**config.mk**
```make
export PLATFORM = sky130hd
export DESIGN_NAME = double_ended_queue_with_index
export DESIGN_NICKNAME = d
export VERILOG_FILES = /design/src/sv/dqi_pkg.sv /design/src/sv/dqi_dp.sv /design/src/sv/dqi_ctrl.sv /design/src/sv/double_ended_queue_with_index.sv
export SDC_FILE = /design/constraint.sdc
export NUM_CORES = 1
export LEC_CHECK = 0
export BUFFER_PORTS_ARGS = -buffer_cell sky130_fd_sc_hd__buf_4
export CAP_MARGIN = 25
export CELL_PAD_IN_SITES_DETAIL_PLACEMENT = 0
export CELL_PAD_IN_SITES_GLOBAL_PLACEMENT = 1
export CORE_MARGIN = 10
export CORE_UTILIZATION = 47
export DETAILED_ROUTE_END_ITERATION = 7
export GPL_TIMING_DRIVEN = 0
export HOLD_SLACK_MARGIN = 0.02
export PLACE_DENSITY = 0.78
export SYNTH_ARGS = -nofsm -noshare
export SYNTH_HDL_FRONTEND = slang
export SYNTH_SLANG_ARGS = --single-unit
```
**constraint.sdc**
```tcl
create_clock -name i_clk -period 4.35 [get_ports i_clk]
set_clock_uncertainty 0.1 [all_clocks]
set_input_delay 0.87 -clock i_clk [delete_from_list [all_inputs] [get_ports i_clk]]
set_output_delay 0.87 -clock i_clk [all_outputs]
set_load 0.01 [all_outputs]
```
**src/sv/dqi_pkg.sv**
```systemverilog
// Shared types and constants for the double-ended queue with index access.
// Holds the field widths, command and status codes, and the controller command struct.
// No dependencies.
`default_nettype none

package dqi_pkg;

    // Field widths of one transaction
    localparam int CMD_W    = 3;
    localparam int VALUE_W  = 32;
    localparam int INDEX_W  = 4;
    localparam int DATA_W   = 32;
    localparam int STATUS_W = 2;
    localparam int COUNT_W  = 5;

    // Packed stream widths, rounded up to whole bytes
    localparam int IN_BITS  = CMD_W + VALUE_W + INDEX_W;
    localparam int OUT_BITS = DATA_W + STATUS_W + COUNT_W;
    localparam int IN_TDATA_W  = ((IN_BITS + 7) / 8) * 8;
    localparam int OUT_TDATA_W = ((OUT_BITS + 7) / 8) * 8;

    // Command codes
    localparam logic [CMD_W-1:0] CMD_PUSH_TAIL  = 3'd0;
    localparam logic [CMD_W-1:0] CMD_PUSH_FRONT = 3'd1;
    localparam logic [CMD_W-1:0] CMD_POP_BACK   = 3'd2;
    localparam logic [CMD_W-1:0] CMD_POP_HEAD   = 3'd3;
    localparam logic [CMD_W-1:0] CMD_READ_FRONT = 3'd4;
    localparam logic [CMD_W-1:0] CMD_READ_BACK  = 3'd5;
    localparam logic [CMD_W-1:0] CMD_READ_INDEX = 3'd6;

    // Status codes
    localparam logic [STATUS_W-1:0] ST_OK    = 2'd0;
    localparam logic [STATUS_W-1:0] ST_EMPTY = 2'd1;
    localparam logic [STATUS_W-1:0] ST_RANGE = 2'd2;
    localparam logic [STATUS_W-1:0] ST_FULL  = 2'd3;

    // Controller to datapath commands
    typedef struct packed {
        logic load;   // capture the incoming transaction
        logic exec;   // update the ring and access the slot memory
    } t_dp_cmd;

endpackage

`default_nettype wire

```
**src/sv/dqi_dp.sv**
```systemverilog
// Datapath of the deque: slot memory, head position, element count and result registers.
// Depends on dqi_pkg.
`default_nettype none

module dqi_dp
    import dqi_pkg::*;
#(
    parameter int DEPTH      = 16,
    parameter int DATA_WIDTH = 32
) (
    input  wire logic                i_clk,
    input  wire logic                i_rst_n,
    input  wire t_dp_cmd             i_cmd,
    input  wire logic [CMD_W-1:0]    i_command,
    input  wire logic [VALUE_W-1:0]  i_value,
    input  wire logic [INDEX_W-1:0]  i_index,
    output logic      [DATA_W-1:0]   o_data,
    output logic      [STATUS_W-1:0] o_status,
    output logic      [COUNT_W-1:0]  o_count
);

    localparam int AW = $clog2(DEPTH);
    localparam int CW = $clog2(DEPTH + 1);
    localparam int IW = (CW > INDEX_W) ? CW : INDEX_W;
    localparam int XW = (DATA_WIDTH > VALUE_W) ? DATA_WIDTH : VALUE_W;
    localparam int KW = (CW > COUNT_W) ? CW : COUNT_W;

    logic [DATA_WIDTH-1:0] r_mem [DEPTH];

    logic [CMD_W-1:0]      r_command;
    logic [DATA_WIDTH-1:0] r_value;
    logic [INDEX_W-1:0]    r_index;
    logic [AW-1:0]         r_head;
    logic [CW-1:0]         r_held;
    logic [STATUS_W-1:0]   r_status;
    logic                  r_is_read;
    logic [DATA_WIDTH-1:0] r_rdata;

    logic [AW-1:0]       n_head;
    logic [CW-1:0]       n_held;
    logic [STATUS_W-1:0] n_status;

    logic [XW-1:0] w_val_ext;
    logic [XW-1:0] w_rd_ext;
    logic [KW-1:0] w_cnt_ext;
    logic [IW-1:0] w_idx_ext;
    logic [IW-1:0] w_held_ext;
    logic          w_empty;
    logic          w_full;
    logic          w_out_range;
    logic [AW-1:0] w_head_dec;
    logic [AW-1:0] w_head_inc;
    logic [CW-1:0] w_off;
    logic [CW:0]   w_sum;
    logic [CW:0]   w_wrap;
    logic [AW-1:0] w_ring;
    logic [AW-1:0] w_addr;
    logic          w_we;
    logic          w_re;

    assign w_val_ext   = XW'(i_value);
    assign w_empty     = (r_held == '0);
    assign w_full      = (r_held == CW'(DEPTH));
    assign w_idx_ext   = IW'(r_index);
    assign w_held_ext  = IW'(r_held);
    assign w_out_range = (w_idx_ext >= w_held_ext);
    assign w_head_dec  = (r_head == '0) ? AW'(DEPTH - 1) : r_head - 1'b1;
    assign w_head_inc  = (r_head == AW'(DEPTH - 1)) ? '0 : r_head + 1'b1;

    // Offset from the front for the ring address
    always_comb begin
        case (r_command)
            CMD_PUSH_TAIL:  w_off = r_held;
            CMD_READ_BACK:  w_off = r_held - 1'b1;
            CMD_READ_INDEX: w_off = w_idx_ext[CW-1:0];
            default:        w_off = '0;
        endcase
    end

    // head + offset stays below twice the depth for every access made: one compare and subtract
    assign w_sum  = (CW + 1)'(r_head) + (CW + 1)'(w_off);
    assign w_wrap = (w_sum >= (CW + 1)'(DEPTH)) ? w_sum - (CW + 1)'(DEPTH) : w_sum;
    assign w_ring = w_wrap[AW-1:0];

    always_comb begin
        n_head   = r_head;
        n_held   = r_held;
        n_status = ST_OK;
        w_addr   = w_ring;
        w_we     = 1'b0;
        w_re     = 1'b0;
        case (r_command)
            CMD_PUSH_TAIL: begin
                if (w_full) begin
                    n_status = ST_FULL;
                end else begin
                    w_we   = 1'b1;
                    n_held = r_held + 1'b1;
                end
            end
            CMD_PUSH_FRONT: begin
                if (w_full) begin
                    n_status = ST_FULL;
                end else begin
                    w_we   = 1'b1;
                    w_addr = w_head_dec;
                    n_head = w_head_dec;
                    n_held = r_held + 1'b1;
                end
            end
            CMD_POP_BACK: begin
                if (w_empty) begin
                    n_status = ST_EMPTY;
                end else begin
                    n_held = r_held - 1'b1;
                end
            end
            CMD_POP_HEAD: begin
                if (w_empty) begin
                    n_status = ST_EMPTY;
                end else begin
                    n_head = w_head_inc;
                    n_held = r_held - 1'b1;
                end
            end
            CMD_READ_FRONT, CMD_READ_BACK: begin
                if (w_empty) begin
                    n_status = ST_EMPTY;
                end else begin
                    w_re = 1'b1;
                end
            end
            CMD_READ_INDEX: begin
                if (w_empty) begin
                    n_status = ST_EMPTY;
                end else if (w_out_range) begin
                    n_status = ST_RANGE;
                end else begin
                    w_re = 1'b1;
                end
            end
            default: begin
            end
        endcase
    end

    always_ff @(posedge i_clk) begin
        if (!i_rst_n) begin
            r_head <= '0;
            r_held <= '0;
        end else if (i_cmd.exec) begin
            r_head <= n_head;
            r_held <= n_held;
        end
    end

    always_ff @(posedge i_clk) begin
        if (i_cmd.load) begin
            r_command <= i_command;
            r_value   <= w_val_ext[DATA_WIDTH-1:0];
            r_index   <= i_index;
        end
        if (i_cmd.exec) begin
            r_status  <= n_status;
            r_is_read <= w_re;
        end
    end

    // Slot memory: one write or one registered read per transaction
    always_ff @(posedge i_clk) begin
        if (i_cmd.exec && w_we) begin
            r_mem[w_addr] <= r_value;
        end
        if (i_cmd.exec && w_re) begin
            r_rdata <= r_mem[w_addr];
        end
    end

    assign w_rd_ext  = XW'(r_rdata);
    assign w_cnt_ext = KW'(r_held);
    assign o_data    = r_is_read ? w_rd_ext[DATA_W-1:0] : '0;
    assign o_status  = r_status;
    assign o_count   = w_cnt_ext[COUNT_W-1:0];

endmodule

`default_nettype wire

```
**src/sv/dqi_ctrl.sv**
```systemverilog
// Controller of the deque: sequences capture, execute and result hand-off per transaction.
// Depends on dqi_pkg.
`default_nettype none

module dqi_ctrl
    import dqi_pkg::*;
(
    input  wire logic i_clk,
    input  wire logic i_rst_n,
    input  wire logic i_in_valid,
    input  wire logic i_out_ready,
    output logic      o_in_ready,
    output logic      o_out_valid,
    output t_dp_cmd   o_cmd
);

    localparam logic [1:0] S_IDLE = 2'd0;
    localparam logic [1:0] S_EXEC = 2'd1;
    localparam logic [1:0] S_RESP = 2'd2;

    logic [1:0] r_state;
    logic [1:0] n_state;

    always_comb begin
        n_state = r_state;
        case (r_state)
            S_IDLE: begin
                if (i_in_valid) begin
                    n_state = S_EXEC;
                end
            end
            S_EXEC: n_state = S_RESP;
            S_RESP: begin
                if (i_out_ready) begin
                    n_state = S_IDLE;
                end
            end
            default: n_state = S_IDLE;
        endcase
    end

    always_ff @(posedge i_clk) begin
        if (!i_rst_n) begin
            r_state <= S_IDLE;
        end else begin
            r_state <= n_state;
        end
    end

    assign o_in_ready  = (r_state == S_IDLE);
    assign o_out_valid = (r_state == S_RESP);
    assign o_cmd.load  = (r_state == S_IDLE) && i_in_valid;
    assign o_cmd.exec  = (r_state == S_EXEC);

endmodule

`default_nettype wire

```
**src/sv/double_ended_queue_with_index.sv**
```systemverilog
// Top level of the bounded double-ended queue with indexed read.
// Depends on dqi_pkg, dqi_ctrl and dqi_dp.
//
// Usage:
//   Commands enter on the s_axis channel; each transaction carries command,
//   value and index. Every command answers with exactly one transaction on
//   the m_axis channel carrying read data, status and the element count
//   after the command.
//   Sequencing: the command is captured at its accepting edge, the next
//   cycle updates the ring and accesses the slot memory, and the result is
//   offered right after that edge. The block takes no new command until
//   the result transaction completes, so commands pass one at a time
//   (capture, execute, result hand-off).
//   The single-port slot memory with its registered read sets the execute cycle.
//   When the receiver stalls, the result holds on m_axis and s_axis_tready
//   stays low until the result transaction completes.
//   Reset (synchronous, active low) empties the queue and returns to idle;
//   slot contents are left as they were and are never read before written.
`default_nettype none

module double_ended_queue_with_index
    import dqi_pkg::*;
#(
    parameter int DEPTH      = 16,
    parameter int DATA_WIDTH = 32
) (
    input  wire logic                   i_clk,
    input  wire logic                   i_rst_n,
    input  wire logic                   s_axis_tvalid,
    output logic                        s_axis_tready,
    // [2:0] command, [34:3] value, [38:35] index, [39] zero
    input  wire logic [IN_TDATA_W-1:0]  s_axis_tdata,
    output logic                        m_axis_tvalid,
    input  wire logic                   m_axis_tready,
    // [31:0] data, [33:32] status, [38:34] count, [39] zero
    output logic      [OUT_TDATA_W-1:0] m_axis_tdata
);

    t_dp_cmd             w_cmd;
    logic [DATA_W-1:0]   w_data;
    logic [STATUS_W-1:0] w_status;
    logic [COUNT_W-1:0]  w_count;

    // Sequence each transaction: capture, execute, then offer the result
    dqi_ctrl u_ctrl (
        .i_clk       (i_clk),
        .i_rst_n     (i_rst_n),
        .i_in_valid  (s_axis_tvalid),
        .i_out_ready (m_axis_tready),
        .o_in_ready  (s_axis_tready),
        .o_out_valid (m_axis_tvalid),
        .o_cmd       (w_cmd)
    );

    // Ring state, slot memory and result registers
    dqi_dp #(
        .DEPTH      (DEPTH),
        .DATA_WIDTH (DATA_WIDTH)
    ) u_dp (
        .i_clk     (i_clk),
        .i_rst_n   (i_rst_n),
        .i_cmd     (w_cmd),
        .i_command (s_axis_tdata[CMD_W-1:0]),
        .i_value   (s_axis_tdata[CMD_W +: VALUE_W]),
        .i_index   (s_axis_tdata[CMD_W + VALUE_W +: INDEX_W]),
        .o_data    (w_data),
        .o_status  (w_status),
        .o_count   (w_count)
    );

    // Pack the result, lowest field first, zero fill to the byte
    assign m_axis_tdata = OUT_TDATA_W'({w_count, w_status, w_data});

endmodule

`default_nettype wire

```
# ---- Word-level counts from Yosys, hierarchy flattened
# Memory sizes are Yosys's and may differ from the RTL's. A register that Yosys moved wholly into a read port is not among the register bits.
# Cells that the tools add are included.
dict set report op_classes {
  n_addsub 6
  n_lt_le_gt_ge 2
  n_eq_ne 16
  muxes 29
  n_reduce_logical 16
}
# operator n
set ops {}
lappend ops {{$mux W32} 1}
lappend ops {{$mux W4} 7}
lappend ops {{$pmux W5 S3} 1}
lappend ops {{$pmux W2 S3} 2}
lappend ops {{$mux W2} 5}
lappend ops {{$mux W5} 2}
lappend ops {{$ne A2 B2 Y1 const B} 5}
lappend ops {{$pmux W5 S2} 1}
lappend ops {{$eq A3 B3 Y1 const B} 3}
lappend ops {{$mux W1} 8}
lappend ops {{$pmux W4 S2} 1}
lappend ops {{$reduce_and A4 Y1} 2}
lappend ops {{$sub A4 B1 Y4 const B} 2}
lappend ops {{$add A4 B5 Y6} 1}
lappend ops {{$eq A3 B2 Y1 const B} 2}
lappend ops {{$ge A6 B5 Y1 const B} 1}
lappend ops {{$reduce_or A2 Y1} 3}
lappend ops {{$add A5 B1 Y5 const B} 1}
lappend ops {{$eq A5 B5 Y1 const B} 1}
lappend ops {{$ge A4 B5 Y1} 1}
lappend ops {{$logic_not A5 Y1} 1}
lappend ops {{$sub A5 B1 Y5 const B} 1}
lappend ops {{$add A4 B1 Y4 const B} 1}
lappend ops {{$eq A4 B4 Y1 const B} 1}
lappend ops {{12 further kinds} 15}
dict set report totals {
  register_bits 53
  mem_bits_rw 512
  input_bits 44
  out_inout_bits 42
  word_cells 78
  memories 1
}
# name depth width rd rd_ports_with_merged_regs wr line_no
set memory_table {}
lappend memory_table {u_dp.r_mem 16 32 1 1 1 dqi_dp.sv:28} ;# logic [DATA_WIDTH-1:0] r_mem [DEPTH];

# ---- Longest topological paths before layout
dict set report logic_depth {
  depth_word 7
  depth_mapped 16
  mapped_depth_nobuf 15
}

# ---- By module
# From an unflattened synthesis, not the netlist that was laid out.
dict set report unflattened {
  cells_unflattened 1929
  hier_area_um2 26190.1
}
# mod n_inst cells_per_inst area_each_um2 seq_area_each_um2
set modules_own_cells {}
lappend modules_own_cells {dqi_dp 1 1918 26086.3 17777.0}
lappend modules_own_cells {dqi_ctrl 1 9 92.6 40.0}
lappend modules_own_cells {double_ended_queue_with_index 1 2 11.3 0.0}

# ---- Worst setup path before layout
# No wires, ideal clock.
dict set report synth_path {
  kind {flip-flop to flip-flop}
  startpoint {register u_dp.r_held[0] (netlist: u_dp.o_count[0])}
  endpoint {memory u_dp.r_mem[2][0] (enable)}
  t_arrival_ns 4.169
  required_ns 3.829
  path_slack_ns -0.339
  path_stages_with_launch 15
  path_buffers 1
  synth_period_minus_slack_ns 4.689
  cell_sequence {dfxtp_1 -> inv_1 -> ha_1 -> o21ai_0 -> a22oi_1 -> inv_1 -> ha_1 -> a21o_1 -> a21oi_1 -> xor2_1 -> xnor2_1 -> a21oi_1 -> buf_2 -> nand2_1 -> nor2_1}
}
dict set report synth_via {
  elab_chain_cells 7
  word_cells_on_any_way 14
  classes_between {add/sub (3); order compare (1); eq/ne (1); mux (8); reduce/logical (1)}
}
# element line_no
set synth_lines {}
lappend synth_lines {{start, declared} dqi_dp.sv:34} ;# logic [CW-1:0] r_held;
lappend synth_lines {{start signal, assigned} dqi_dp.sv:153} ;# r_held <= n_held;
lappend synth_lines {{$sub A5 B1 Y5} dqi_dp.sv:74} ;# CMD_READ_BACK: w_off = r_held - 1'b1;
lappend synth_lines {{$pmux W5 S3} dqi_dp.sv:72} ;# case (r_command)
lappend synth_lines {{$add A4 B5 Y6} dqi_dp.sv:81} ;# assign w_sum = (CW + 1)'(r_head) + (CW + 1)'(w_off);
lappend synth_lines {{$ge A6 B5 Y1 or $sub A4 B1 Y4 (tied branches)} dqi_dp.sv:82} ;# assign w_wrap = (w_sum >= (CW + 1)'(DEPTH)) ? w_sum - (CW + 1)'(DEPTH) : w_sum;
lappend synth_lines {{$mux W4} dqi_dp.sv:82}
lappend synth_lines {{$mux W4} dqi_dp.sv:102} ;# if (w_full) begin
lappend synth_lines {{$mux W4} dqi_dp.sv:92} ;# case (r_command)
lappend synth_lines {{end, declared} dqi_dp.sv:28}
# Parallel ways exist; a longest one is shown, timed or not.

# ---- Worst setup path after layout
dict set report layout_path {
  startpoint {register u_dp.r_command[2]}
  endpoint {register u_dp.r_rdata[20], read port of u_dp.r_mem (data pin)}
}
dict set report layout_via {
  elab_chain_cells 7
  word_cells_on_any_way 15
  classes_between {add/sub (2); order compare (1); eq/ne (4); mux (5); reduce/logical (3)}
}
# element line_no
set layout_lines {}
lappend layout_lines {{start, declared} dqi_dp.sv:30} ;# logic [CMD_W-1:0] r_command;
lappend layout_lines {{start signal, assigned} dqi_dp.sv:159} ;# r_command <= i_command;
lappend layout_lines {{$eq A3 B3 Y1 or $logic_not A3 Y1 (tied branches)} {dqi_dp.sv:72, dqi_dp.sv:92}}
lappend layout_lines {{$pmux W5 S3} dqi_dp.sv:72}
lappend layout_lines {{$add A4 B5 Y6} dqi_dp.sv:81}
lappend layout_lines {{$ge A6 B5 Y1 or $sub A4 B1 Y4 (tied branches)} dqi_dp.sv:82}
lappend layout_lines {{$mux W4} dqi_dp.sv:82}
lappend layout_lines {{$mux W4} dqi_dp.sv:102}
lappend layout_lines {{$mux W4} dqi_dp.sv:92}
lappend layout_lines {{end, declared} dqi_dp.sv:37} ;# logic [DATA_WIDTH-1:0] r_rdata;
# Parallel ways exist; a longest one is shown, timed or not.
# A chain may end at the register's enable or synchronous reset.

==> summary.txt <==
Final layout
  – Fin util: 56.04%
  – Final nets: 1854
  – Antenna cells: 0
  – Share of layout cells above drive strength 1: 18.81%
  – Layout Cells excl Fill: 2517
  – P&R area growth vs syn: 18.46%

Clock network
  – # hold bufs at CTS: 0
  – Reg clk slew, reported paths: 60 ps
  – Num CTS Buffers: 59
  – CTS max path bufs: 3
  – Clock sink count: 597
  – CTS tree: built
  – H-Tree Depth: 2
  – CTS Root Cell: clkbuf_16
  – Worst-Skew Late Latency: 630 ps

Synth
  – Yosys reg bits: 597
  – Syn Nets: 1671
  – Synthesized area: 0.02364 mm2
  – Post-synth cell types: 56
  – Cell count after synthesis: 1614
  – Yosys warnings: 0
  – Number of flops mapped to enable cells by yosys: 586
  – Sequential area share after synthesis: 75.38%
  – Post-synth top flop: edfxtp_1
  – Synth async-reset ratio: 0%
  – Synth Area per Inst: 14.65 um2

Drt
  – DR DRC count: 0
  – Vias per cell: 5.773
  – DR vias: 14530
  – Final wirelength: 60660 um
  – Iteration-0 DRC Markers: 1617
  – DR pass1 iterations: 6
  – Routed Antenna Nets: 0
  – DR WL/cell: 24.10 um

Worst setup path
  – Slowest cell on the critical path: fa_1
  – Cell Chain, Critical Path: buf_2, clkbuf_1, nor3_2, a22o_1, ha_1, inv_1, fa_1, xor2_1, nor2_1, a21oi_2, buf_2, clkbuf_4, a21oi_1, a32oi_1, a31o_1
  – Kind of end point of the critical path: register
  – Startpoint Class: register
  – Worst setup path start: u_dp.r_command[2]
  – WS Path Type: reg -> reg
  – Critical path peak fanout: 10
  – Most frequent CP cell: buf_2
  – CP peak stage delay: 440 ps
  – Reg2reg start: u_dp.r_command[2]
  – CP delay by family, top: buffers and inverters
  – CP required: 4740 ps
  – CP arrival: 4540 ps
  – Worst Path Buf+Inv: 5

Pwr
  – Pleak: 0.009403 uW
  – Pwr/cell area: 457.5 mW/mm2
  – Max VDD drop: 315.4 uV
  – Tot Pwr: 12810 uW

Hold path
  – Min-delay src: s_axis_tdata[12]
  – HP Class: in -> reg

Timing
  – Final period util: 95.52%
  – Slew Limit Fails: 0
  – Measured slew at the worst slew-check pin: 943.1 ps
  – Crit path time final: 4155 ps
  – Worst Hold Slack: 308.1 ps
  – Rel. slew slack: 37.13%
  – Fmax: 240.7 MHz
  – Final setup vio count: 0
  – Fin. Hold Viols: 0

Die
  – Row count: 82
  – Die height: 244.3 um
  – Io pins: 86
  – Die ar.: 0.05966 mm2
  – Die W: 244.3 um
  – Core area: 0.04997 mm2
  – Initial core utilization: 47.31%

Global routing
  – Vias in the first global route: 14620
  – Initial antenna violation count: 2
  – Total Routing Usage GR: 19.95%
  – Largest net degree at the start of global routing: 26
  – First-pass GRT wire length: 90140 um
  – Total gr overflow: 0

Run
  – Max cap viols: 0

Place
  – RD Place Congestion: 0.7870
  – I/O Buffers: 83
  – Placed Cells: 2388
  – Dpl hpwl: 39840 um

Outcome
  – Outcome: finished, final reports clean
cells in the mapped netlist, drive strengths merged (13+ instances only):
| cell type | number | share of area [%] |
|---|---|---|
| nor2 | 22 | 0.35 |
| nand2 | 400 | 6.4 |
| nor2b | 13 | 0.34 |
| and3 | 39 | 1.0 |
| a32oi | 65 | 2.5 |
| a31o | 32 | 1.2 |
| a2111oi | 32 | 2.0 |
| clkbuf | 36 | 0.58 |
| a32o | 32 | 1.4 |
| buf | 68 | 1.7 |
| edfxtp | 586 | 74 |
| o21ai | 13 | 0.28 |
| and2 | 38 | 1.0 |
| a21oi | 138 | 2.9 |
path summary, 6_finish.rpt:
check                            to  slack (ps)  depth (start not counted)
hold reg to reg   u_ctrl.r_state[0]         520                          2
setup reg to reg   u_dp.r_rdata[20]         200                         15
hold / removal      u_dp.r_value[9]         310                          1
setup / recovery   u_dp.r_rdata[20]         200                         15
report_power, final:
part           total (uW)  internal (uW)  switching (uW)  leakage, uW
Clock                5030           2880            2150     0.000942
Combinational        1280            433             843      0.00308
Sequential           6510           6410            98.2      0.00538
Total               12800           9720            3090      0.00940
cell type report:
type | count | area, um2
clock buffers | 69 | 1535
inverters | 12 | 45.04
plain buffers | 103 | 553.0
repair buffers | 123 | 1461
flip-flops and latches | 597 | 17820
well taps | 672 | 840.8
clock inverters | 40 | 380.4
fillers | 3895 | 21960
multi-input cells | 901 | 5368
cells in the final DEF (no fill, tap or decap), types with 3 or more instances in the layout:
cell type	n
buf_6	5
clkbuf_1	34
inv_1	12
a2111oi_2	32
clkinv_1	17
nor2_1	14
a32oi_1	64
a31o_1	32
and3_4	4
nand3_1	8
nor3_1	5
nand2b_1	6
nand2_1	400
xnor2_1	7
a32o_1	32
and3_1	35
nor2_4	8
bufinv_16	6
and2_1	36
nor2b_4	4
clkbuf_16	60
clkbuf_2	10
nor2b_1	8
ha_1	12
clkinv_2	12
a21oi_1	136
clkinv_4	3
edfxtp_1	586
buf_2	48
buf_4	102
dfxtp_1	10
buf_16	14
o21ai_0	11
buf_12	20
xor2_1	4
a21o_1	3
worst register-to-register path, stage by stage, from the launching register on:
cell and delay, ps:
edfxtp_1 370, buf_2 200, clkbuf_1 250, nor3_2 290, a22o_1 230, ha_1 190
inv_1 60, fa_1 440, xor2_1 190, nor2_1 80, a21oi_2 390, buf_2 380
clkbuf_4 360, a21oi_1 80, a32oi_1 220, a31o_1 210
logic make-up (layout without fill, tap and decap cells):
kind of cell	after synthesis	count (layout)	share of synthesized area, %
mux	4	4	0.2435
fa+ha+maj	13	13	0.7199
xor+xnor	11	11	0.4076
compound gates	332	332	10.97
buf+inv	116	347	2.477
simple gates	540	540	9.787
other cells	1	1	0.01586
flops	597	597	75.38
state kept, by name (all words and copies together), names as in the netlist:
| register | cells |
|---|---|
| u_dp.r_is_read | 1 |
| u_dp.r_mem | 512 |
| u_ctrl.r_state | 2 |
| u_dp.r_value | 32 |
| u_dp.r_index | 4 |
| u_dp.r_rdata | 32 |
| u_dp.o_count | 5 |
| u_dp.o_status | 2 |
| u_dp.r_command | 3 |
| u_dp.r_head | 4 |
through the flow:
| step | worst slack (ps) | setup TNS (ps) | area, um2 |
|---|---|---|---|
| 4_1_cts | 51.46 | 0 | 27800 |
| 2_1_floorplan | -339.5 | -43450 | 23660 |
| 3_3_place_gp | -3335 | -961100 | 25120 |
| 5_1_grt | -0.3242 | -0.3242 | 28000 |
| 3_5_place_dp | -422.7 | -55930 | 25680 |
| 6_report | 195.0 | 0 | 28000 |
per-layer routing:
metal / GRT usage (%) / vias up / wire length, um
met5: 0 / - / 0
met4: 6.064 / 0 / 1355
met3: 3.357 / 88 / 4678
met2: 33.78 / 595 / 29940
met1: 25.98 / 7359 / 24680
li1: - / 6488 / -
repair_timing:
item	in CTS	in global routing
pin swaps	5	6
gates resized for setup	8	21
setup endpoints to repair	282	452
buffers inserted	10	11
No activity file was read; power rests on OpenSTA's default activity.
